File: src/mtx_pkg.sv
`timescale 1ns / 1ps
// ----------------------------------------------------------------------------
// mtx_pkg
// shared types and codes for the mutex table unit
// ----------------------------------------------------------------------------
package mtx_pkg;

	localparam logic [1:0] CMD_CREATE = 2'd0;
	localparam logic [1:0] CMD_LOCK   = 2'd1;
	localparam logic [1:0] CMD_UNLOCK = 2'd2;

	localparam logic [2:0] ST_OK         = 3'd0;
	localparam logic [2:0] ST_INVALID    = 3'd1;
	localparam logic [2:0] ST_DEADLOCK   = 3'd2;
	localparam logic [2:0] ST_NOT_HOLDER = 3'd3;
	localparam logic [2:0] ST_NONE_FREE  = 3'd4;

	localparam logic [5:0] COUNT_MAX = 6'd63;

	// commands from controller to datapath
	typedef struct packed {
		logic capture;  // latch the incoming item
		logic execute;  // evaluate and write back the tables
	} mtx_cmd_t;

	// status from datapath to controller
	typedef struct packed {
		logic busy;
	} mtx_stat_t;

endpackage

File: src/mtx_ctrl.sv
`timescale 1ns / 1ps
// ----------------------------------------------------------------------------
// mtx_ctrl
// controller: accepts an item, runs the update step, holds the result
// ----------------------------------------------------------------------------
module mtx_ctrl (
	input  logic              clk,
	input  logic              arst_n,
	input  logic              in_valid,
	output logic              in_ready,
	output logic              out_valid,
	input  logic              out_ready,
	input  mtx_pkg::mtx_stat_t stat,
	output mtx_pkg::mtx_cmd_t  cmd
);
	import mtx_pkg::*;

	typedef enum logic [1:0] {
		S_IDLE = 2'b01,
		S_EXEC = 2'b10
	} state_t;

	state_t state_q;
	logic   out_valid_q;

	assign in_ready    = (state_q == S_IDLE) && !stat.busy;
	assign out_valid   = out_valid_q;
	assign cmd.capture = in_valid && in_ready;
	// run the step once the result register is free or being emptied
	assign cmd.execute = (state_q == S_EXEC) && (!out_valid_q || out_ready);

	always_ff @(posedge clk or negedge arst_n) begin
		if (!arst_n) begin
			state_q     <= S_IDLE;
			out_valid_q <= 1'b0;
		end else begin
			case (state_q)
				S_IDLE: if (cmd.capture) state_q <= S_EXEC;
				S_EXEC: if (cmd.execute) state_q <= S_IDLE;
				default: state_q <= S_IDLE;
			endcase
			if (cmd.execute) out_valid_q <= 1'b1;
			else if (out_ready) out_valid_q <= 1'b0;
		end
	end

endmodule

File: src/mtx_dp.sv
`timescale 1ns / 1ps
// ----------------------------------------------------------------------------
// mtx_dp
// datapath: mutex and task tables, decision logic, result register
// ----------------------------------------------------------------------------
module mtx_dp #(
	parameter int NUM_MUTEX = 32,
	parameter int NUM_TASKS = 64
) (
	input  logic               clk,
	input  logic               arst_n,
	input  mtx_pkg::mtx_cmd_t  cmd,
	output mtx_pkg::mtx_stat_t stat,
	input  logic [1:0]         cmd_in,
	input  logic [4:0]         mutex_id,
	input  logic [5:0]         task_id,
	output logic [2:0]         status,
	output logic [4:0]         new_mutex,
	output logic               must_sleep,
	output logic               woken_valid,
	output logic [5:0]         woken_task,
	output logic               caller_top_prio
);
	import mtx_pkg::*;

	localparam int MW = (NUM_MUTEX > 1) ? $clog2(NUM_MUTEX) : 1;
	localparam int TW = (NUM_TASKS > 1) ? $clog2(NUM_TASKS) : 1;
	localparam int CW = $clog2(NUM_MUTEX + 1);

	logic [CW-1:0] created_q;
	logic [NUM_MUTEX-1:0] locked_q, qne_q;
	logic [NUM_TASKS-1:0][5:0] held_q;
	logic [5:0] holder_q [NUM_MUTEX];
	logic [5:0] head_q   [NUM_MUTEX];
	logic [5:0] tail_q   [NUM_MUTEX];
	logic [5:0] next_q   [NUM_TASKS];

	logic [1:0] c_q;
	logic [4:0] m_q;
	logic [TW-1:0] t_q;
	logic [5:0] cnt_t_q, cnt_h_q, nxt_q;

	// task number folded into the task range, one entry per task_id value
	logic [TW-1:0] tmod [64];
	for (genvar g = 0; g < 64; g++) begin : g_tmod
		assign tmod[g] = TW'(g % NUM_TASKS);
	end

	logic [MW-1:0] mi_in;
	logic [TW-1:0] t_in, h_in;

	assign mi_in = MW'(mutex_id);
	assign t_in  = tmod[task_id];
	assign h_in  = TW'(head_q[mi_in]);

	// item and the task table entries it needs are registered together
	always_ff @(posedge clk) begin
		if (cmd.capture) begin
			c_q     <= cmd_in;
			m_q     <= mutex_id;
			t_q     <= t_in;
			cnt_t_q <= held_q[t_in];
			cnt_h_q <= held_q[h_in];
			nxt_q   <= next_q[h_in];
		end
	end

	logic valid;
	logic [MW-1:0] mi;
	logic lk, qn, holder_eq, head_is_tail;
	logic [5:0] hold, head, tail;
	logic [TW-1:0] h;

	assign valid = (32'(m_q) < NUM_MUTEX) && (32'(m_q) < 32'(created_q));
	assign mi    = MW'(m_q);
	assign lk    = locked_q[mi];
	assign qn    = qne_q[mi];
	assign hold  = holder_q[mi];
	assign head  = head_q[mi];
	assign tail  = tail_q[mi];
	assign holder_eq = (hold == 6'(t_q));
	assign h = TW'(head);
	assign head_is_tail = (6'(h) == tail);
	assign stat.busy = 1'b0;

	logic [2:0] st_d;
	logic do_create, do_grant, do_queue, do_free, do_pass;

	always_comb begin
		st_d = ST_OK;
		do_create = 1'b0; do_grant = 1'b0; do_queue = 1'b0;
		do_free = 1'b0; do_pass = 1'b0;
		case (c_q)
			CMD_CREATE: begin
				if (32'(created_q) < NUM_MUTEX) do_create = 1'b1;
				else st_d = ST_NONE_FREE;
			end
			CMD_LOCK: begin
				if (!valid) st_d = ST_INVALID;
				else if (lk && holder_eq) st_d = ST_DEADLOCK;
				else if (!lk) do_grant = 1'b1;
				else do_queue = 1'b1;
			end
			CMD_UNLOCK: begin
				if (!valid) st_d = ST_INVALID;
				else if (!lk || !holder_eq) st_d = ST_NOT_HOLDER;
				else if (!qn) do_free = 1'b1;
				else do_pass = 1'b1;
			end
			default: st_d = ST_INVALID;
		endcase
	end

	// caller count after this command; the woken task can be the caller
	// itself when it is also queued on this mutex
	logic [5:0] cnt_t, cnt_t_d, cnt_h, cnt_h_d;
	assign cnt_t = cnt_t_q;
	assign cnt_h = cnt_h_q;
	always_comb begin
		cnt_h_d = (cnt_h < COUNT_MAX) ? cnt_h + 6'd1 : cnt_h;
		cnt_t_d = cnt_t;
		if (do_grant && cnt_t < COUNT_MAX) cnt_t_d = cnt_t + 6'd1;
		if (do_free || do_pass) begin
			// a woken task equal to the caller is raised first, then lowered
			if (do_pass && h == t_q) cnt_t_d = (cnt_h_d > 6'd0) ? cnt_h_d - 6'd1 : 6'd0;
			else cnt_t_d = (cnt_t > 6'd0) ? cnt_t - 6'd1 : 6'd0;
		end
	end

	always_ff @(posedge clk or negedge arst_n) begin
		if (!arst_n) begin
			created_q <= '0;
			locked_q  <= '0;
			qne_q     <= '0;
			held_q    <= '0;
		end else if (cmd.execute) begin
			if (do_create) created_q <= created_q + CW'(1);
			if (do_grant) locked_q[mi] <= 1'b1;
			if (do_free) locked_q[mi] <= 1'b0;
			if (do_queue) qne_q[mi] <= 1'b1;
			if (do_pass && head_is_tail) qne_q[mi] <= 1'b0;
			if (do_pass && h != t_q) held_q[h] <= cnt_h_d;
			held_q[t_q] <= cnt_t_d;
		end
	end

	always_ff @(posedge clk) begin
		if (cmd.execute) begin
			if (do_grant) holder_q[mi] <= 6'(t_q);
			if (do_pass) holder_q[mi] <= 6'(h);
			if (do_queue) begin
				if (qn) next_q[TW'(tail)] <= 6'(t_q);
				else head_q[mi] <= 6'(t_q);
				tail_q[mi] <= 6'(t_q);
			end
			if (do_pass && !head_is_tail) head_q[mi] <= nxt_q;
			status          <= st_d;
			new_mutex       <= do_create ? 5'(created_q) : 5'd0;
			must_sleep      <= do_queue;
			woken_valid     <= do_pass;
			woken_task      <= do_pass ? 6'(h) : 6'd0;
			caller_top_prio <= (cnt_t_d != 6'd0);
		end
	end

endmodule

File: src/mutex_table_with_wait_queues_unit.sv
`timescale 1ns / 1ps
// ----------------------------------------------------------------------------
// mutex_table_with_wait_queues_unit
// lock manager with per-mutex fifo wait queues
// ----------------------------------------------------------------------------
// usage:
//   s_axis carries one command item (create, lock, unlock) from a task
//   m_axis returns exactly one result item per command, in order
//   at the edge that takes an item the task table entries it needs are
//   read into registers; at the edge that executes it, once the result
//   register is free or being emptied, the decision is made, the tables
//   are written back and the result is registered
//   no new item is taken while an item waits to execute, since each
//   item does a read-modify-write of the tables
//   reset clears the created count, lock and queue flags and hold counts;
//   holder, head, tail and link entries are only meaningful once written
//   while the receiver stalls the result holds; one further item may be
//   taken and waits, and no other item is taken until the result leaves
// ----------------------------------------------------------------------------
module mutex_table_with_wait_queues_unit #(
	parameter int NUM_MUTEX = 32,
	parameter int NUM_TASKS = 64
) (
	input  logic        clk,
	input  logic        arst_n,
	input  logic        s_axis_tvalid,
	output logic        s_axis_tready,
	input  logic [15:0] s_axis_tdata,  // cmd[1:0], mutex_id[6:2], task_id[12:7]
	output logic        m_axis_tvalid,
	input  logic        m_axis_tready,
	output logic [23:0] m_axis_tdata   // status[2:0], new_mutex[7:3], must_sleep[8],
	                                   // woken_valid[9], woken_task[15:10],
	                                   // caller_top_prio[16]
);
	import mtx_pkg::*;

	mtx_cmd_t  cmd;
	mtx_stat_t stat;
	logic [2:0] status;
	logic [4:0] new_mutex;
	logic must_sleep, woken_valid, caller_top_prio;
	logic [5:0] woken_task;

	// sequencing
	mtx_ctrl u_ctrl (
		.clk(clk), .arst_n(arst_n),
		.in_valid(s_axis_tvalid), .in_ready(s_axis_tready),
		.out_valid(m_axis_tvalid), .out_ready(m_axis_tready),
		.stat(stat), .cmd(cmd)
	);

	// tables and decision
	mtx_dp #(.NUM_MUTEX(NUM_MUTEX), .NUM_TASKS(NUM_TASKS)) u_dp (
		.clk(clk), .arst_n(arst_n), .cmd(cmd), .stat(stat),
		.cmd_in(s_axis_tdata[1:0]), .mutex_id(s_axis_tdata[6:2]),
		.task_id(s_axis_tdata[12:7]),
		.status(status), .new_mutex(new_mutex), .must_sleep(must_sleep),
		.woken_valid(woken_valid), .woken_task(woken_task),
		.caller_top_prio(caller_top_prio)
	);

	assign m_axis_tdata = {7'd0, caller_top_prio, woken_task, woken_valid,
		must_sleep, new_mutex, status};

	// a stalled result stays on offer unchanged
	a_hold: assert property (@(posedge clk) disable iff (!arst_n)
		(m_axis_tvalid && !m_axis_tready) |=> (m_axis_tvalid && $stable(m_axis_tdata)))
		else $error("result dropped or changed while stalled");

	a_latency: assert property (@(posedge clk) disable iff (!arst_n)
		(s_axis_tvalid && s_axis_tready) |=> ##1 m_axis_tvalid)
		else $error("result not presented");

	// a sleeping caller never also wakes a task
	a_excl: assert property (@(posedge clk) disable iff (!arst_n)
		m_axis_tvalid |-> !(must_sleep && woken_valid)) else $error("sleep and wake together");

endmodule
File: config.mk
export PLATFORM = sky130hd
export DESIGN_NAME = mutex_table_with_wait_queues_unit
export DESIGN_NICKNAME = d
export VERILOG_FILES = /design/src/mtx_pkg.sv /design/src/mtx_ctrl.sv /design/src/mtx_dp.sv /design/src/mutex_table_with_wait_queues_unit.sv
export SDC_FILE = /design/constraint.sdc
export NUM_CORES = 2
export LEC_CHECK = 0
export BUFFER_PORTS_ARGS = -buffer_cell sky130_fd_sc_hd__buf_2
export CELL_PAD_IN_SITES_DETAIL_PLACEMENT = 2
export CELL_PAD_IN_SITES_GLOBAL_PLACEMENT = 2
export CORE_MARGIN = 2
export CORE_UTILIZATION = 40
export DETAILED_ROUTE_END_ITERATION = 12
export PLACE_DENSITY_LB_ADDON = 0.1
export SLEW_MARGIN = 10
export SYNTH_ARGS = -nofsm -noshare
export SYNTH_HDL_FRONTEND = slang
export SYNTH_SLANG_ARGS = --single-unit
File: constraint.sdc
create_clock -name clk -period 8.8 [get_ports clk]
set_input_delay 0.88 -clock clk [delete_from_list [all_inputs] [get_ports clk]]
set_output_delay 0.88 -clock clk [all_outputs]
set_load 0.02 [all_outputs]
==> results.yml <==
drt:
  vias: 54000
  firstDrtPassIters: 6
  wire_per_inst_um: 38.8
  ant_nets: 0
  drt_iter0_markers: 5860
  vias_per_cell: 6.71
  drc: 0
  wirelength_um: 312000
finish:
  multi_input_area_um2: 27900
  finish.net_count: 5570
  final_common_cell: "edfxtp_1"
  syn_to_final_growth_pct: 12.1
  fillerInstances: 17400
  final_cell_mix: "edfxtp_1, nor2_1, a21oi_1"
  final-seq-area_um2: 41800
  drive_above_1_share_pct: 17.8
synth:
  ys_warn_count: 0
  synthCells: 5561
  synth-edff-count: 1008
  synthAdderAreaFrac_pct: 0.192
  ys_ff_latch: 1470
  synthArstFlopShare_pct: 31.1
  synth_top_family_by_area: "multiplexers"
  synth_area_um2: 71500
  seq_area_frac_synth_pct: 58.5
  synth_top_flop_cell: "edfxtp_1"
  yosys.area_share.xor_xnor_pct: 0.331
  avgSynthCellArea_um2: 12.9
  synthSimpleGateAreaFrac_pct: 10.3
  synth_compound_area_share_pct: 12.2
  yosysUniqueCellTypes: 98
  synthMuxAreaShare_pct: 15.3
floorplan:
  start_util_pct: 40.2
  ios: 46
  core_um2: 178000
  die-area_um2: 182000
  die_w_um: 427
  die_height_um: 427
  std_cell_rows: 155
setup_path:
  critPathMostFrequentCell: "nor4_1"
  critPathRequiredTime_ns: 9.27
  cp-start-kind: "flip-flop"
  arrival_ns: 7.68
  cp_top_family: "simple AND/OR/NAND/NOR gates"
  cpPeakStageDelay_ns: 1.20
  cp_slowest_cell: "nor4_1"
  end_kind: "flip-flop"
  r2r_slack_ns: 1.59
  crit_fanout: 52
  cp_num_buf_inv: 0
  path_cells: "nor2b_2 -> a22oi_1 -> a21oi_1 -> nor4_1 -> xnor2_1 -> nand4_1 -> o21ai_4 -> nor4_1 -> nand2_1 -> nor2_1"
  critPathKind: "reg -> reg"
sta:
  max_freq_mhz: 139
  relSlewSlack_pct: 6.22
  hold_viol_final: 0
  min_period_ns: 7.21
  tightest_slew_ns: 1.40
  finalSetupViolations: 0
  grt_setup_unrepaired: "no"
  setup-tns-final_ns: 0
  finalCritPeriodShare_pct: 81.9
  skew_ns: 0.0560
  drv_slew: 0
  holdWs_ns: 0.216
global_routing:
  grt_start_max_net_pins: 132
  overflow: 0
  grt_pass1_vias: 56500
  grt_pass1_wl_um: 440000
  antenna_found_initial: 17
  grt_usage_pct: 34.1
pwr:
  peakVddDrop_mv: 0.257
  power.density_nw_per_um2: 227
  power_leakage_uw: 0.0270
placement:
  gp_congestion: 0.945
  io_buffers: 35
  dp.final_hpwl_um: 206000
clock_network:
  cts-root-buf: "clkbuf_16"
  post_cts_buffers: 0
  h-tree-depth: 4
  tritoncts: "yes"
  clk_latency_ns: 0.86
  clock_tree.buffer_depth: 3
  clk_pin_slew_ns: 0.06
  cts_sinks: 1470
  cts_buffers: 169
hold_path:
  hold_class: "in -> reg"
run:
  maxCapViolCount: 0
run_status:
  status: "complete, no violations"
==> through the flow <==
step / setup slack [ns] / cell area, um2 / total power, uW / instances / utilization (%)
after floorplan: 3.89 / 71500 / 9600 / 5567 / -
after global placement: 2.12 / 74600 / 11000 / 7721 / 41.9
after detailed placement: 1.89 / 74600 / 11100 / 7721 / 41.9
after CTS: 1.76 / 80100 / 18200 / 8031 / 45.0
after global routing: 1.41 / 80100 / 18600 / 8033 / 45.0
final: 1.59 / 80200 / 18200 / 8041 / 45.0
==> cell families (layout without fill, tap and decap cells) <==
kind of cell / count (synthesis) / in the layout
compound gates: 1277 / 1277
xor+xnor: 27 / 27
fa+ha+maj: 11 / 11
buf+inv: 492 / 603
flops: 1470 / 1470
mux: 680 / 680
other cells: 1 / 15
simple gates: 1603 / 1603
==> cells in the mapped netlist, types with 54 or more instances <==
library cell  count  area share [%]
a221oi_1         79            0.97
nand2_1         424             2.2
nor2_1          599             3.1
clkbuf_1        232             1.2
nor3_1          110            0.77
o21ai_0          66            0.46
mux4_2          326              10
nor2b_1         111            0.97
a21oi_1         467             3.3
nand3_1         114            0.80
a31oi_1          54            0.47
a211oi_1        129             1.4
mux2i_1         312             4.4
a22oi_1          61            0.64
dfrtp_1         456              16
buf_2           105            0.73
nand4_1          58            0.51
o22ai_1         137             1.2
edfxtp_1       1008              42
==> path summary, 6_finish.rpt <==
path                                                  to  cells past startpoint                       start
min reg2reg                   u_dp.qne_q[29]$_DFFE_PN0P_                      1  u_dp.qne_q[29]$_DFFE_PN0P_
max                         u_dp.next_q[63][0]$_DFFE_PP_                     10                   flip-flop
max reg2reg                 u_dp.next_q[63][0]$_DFFE_PP_                     10                   flip-flop
min in group asynchronous  u_dp.created_q[3]$_DFFE_PN0P_                      2                      arst_n
max in group asynchronous   u_dp.held_q[380]$_DFFE_PN0P_                      5                      arst_n
min                                u_dp.c_q[1]$_DFFE_PP_                      1             s_axis_tdata[1]
==> power by group <==
group	internal (uW)	switching [uW]	total (uW)
Clock	4000	3100	7110
Sequential	7600	237	7840
Combinational	936	2330	3260
==> routing by layer <==
layer | wire, um | global-route usage (%) | vias to the layer above
li1 | - | - | 21600
met1 | 127000 | 45.2 | 29100
met2 | 143000 | 53.3 | 2540
met3 | 24500 | 7.50 | 770
met4 | 16800 | 16.2 | 10
met5 | 50 | 0 | -
==> registers in the layout (all words and copies together), names as in the netlist, 3 cells and up, named ones only <==
name	cells
u_dp.cnt_h	6
u_dp.cnt_t	6
u_dp.created_q	6
u_dp.head_q	192
u_dp.held_q	384
u_dp.holder_q	192
u_dp.locked_q	32
u_dp.m_q	5
u_dp.new_mutex	5
u_dp.next_q	384
u_dp.nxt_q	6
u_dp.qne_q	32
u_dp.status	3
u_dp.t_q	6
u_dp.tail_q	192
u_dp.woken_task	6
==> final cells by class <==
class / instances / area share (%)
clock buffer: 242 / 5.86
timing repair buffer: 236 / 2.30
sequential: 1470 / 52.2
antenna: 8 / 0.0250
inverter: 57 / 0.270
tap: 2355 / 3.68
multi-input combinational: 3605 / 34.8
clock inverter: 68 / 0.958
==> timing repair <==
item / 4_1_cts / 5_1_grt
resized for setup: 0 / 0
hold buffers: 0 / 1
hold endpoints to repair: 0 / 30
Power figures use the tool's default switching activity.
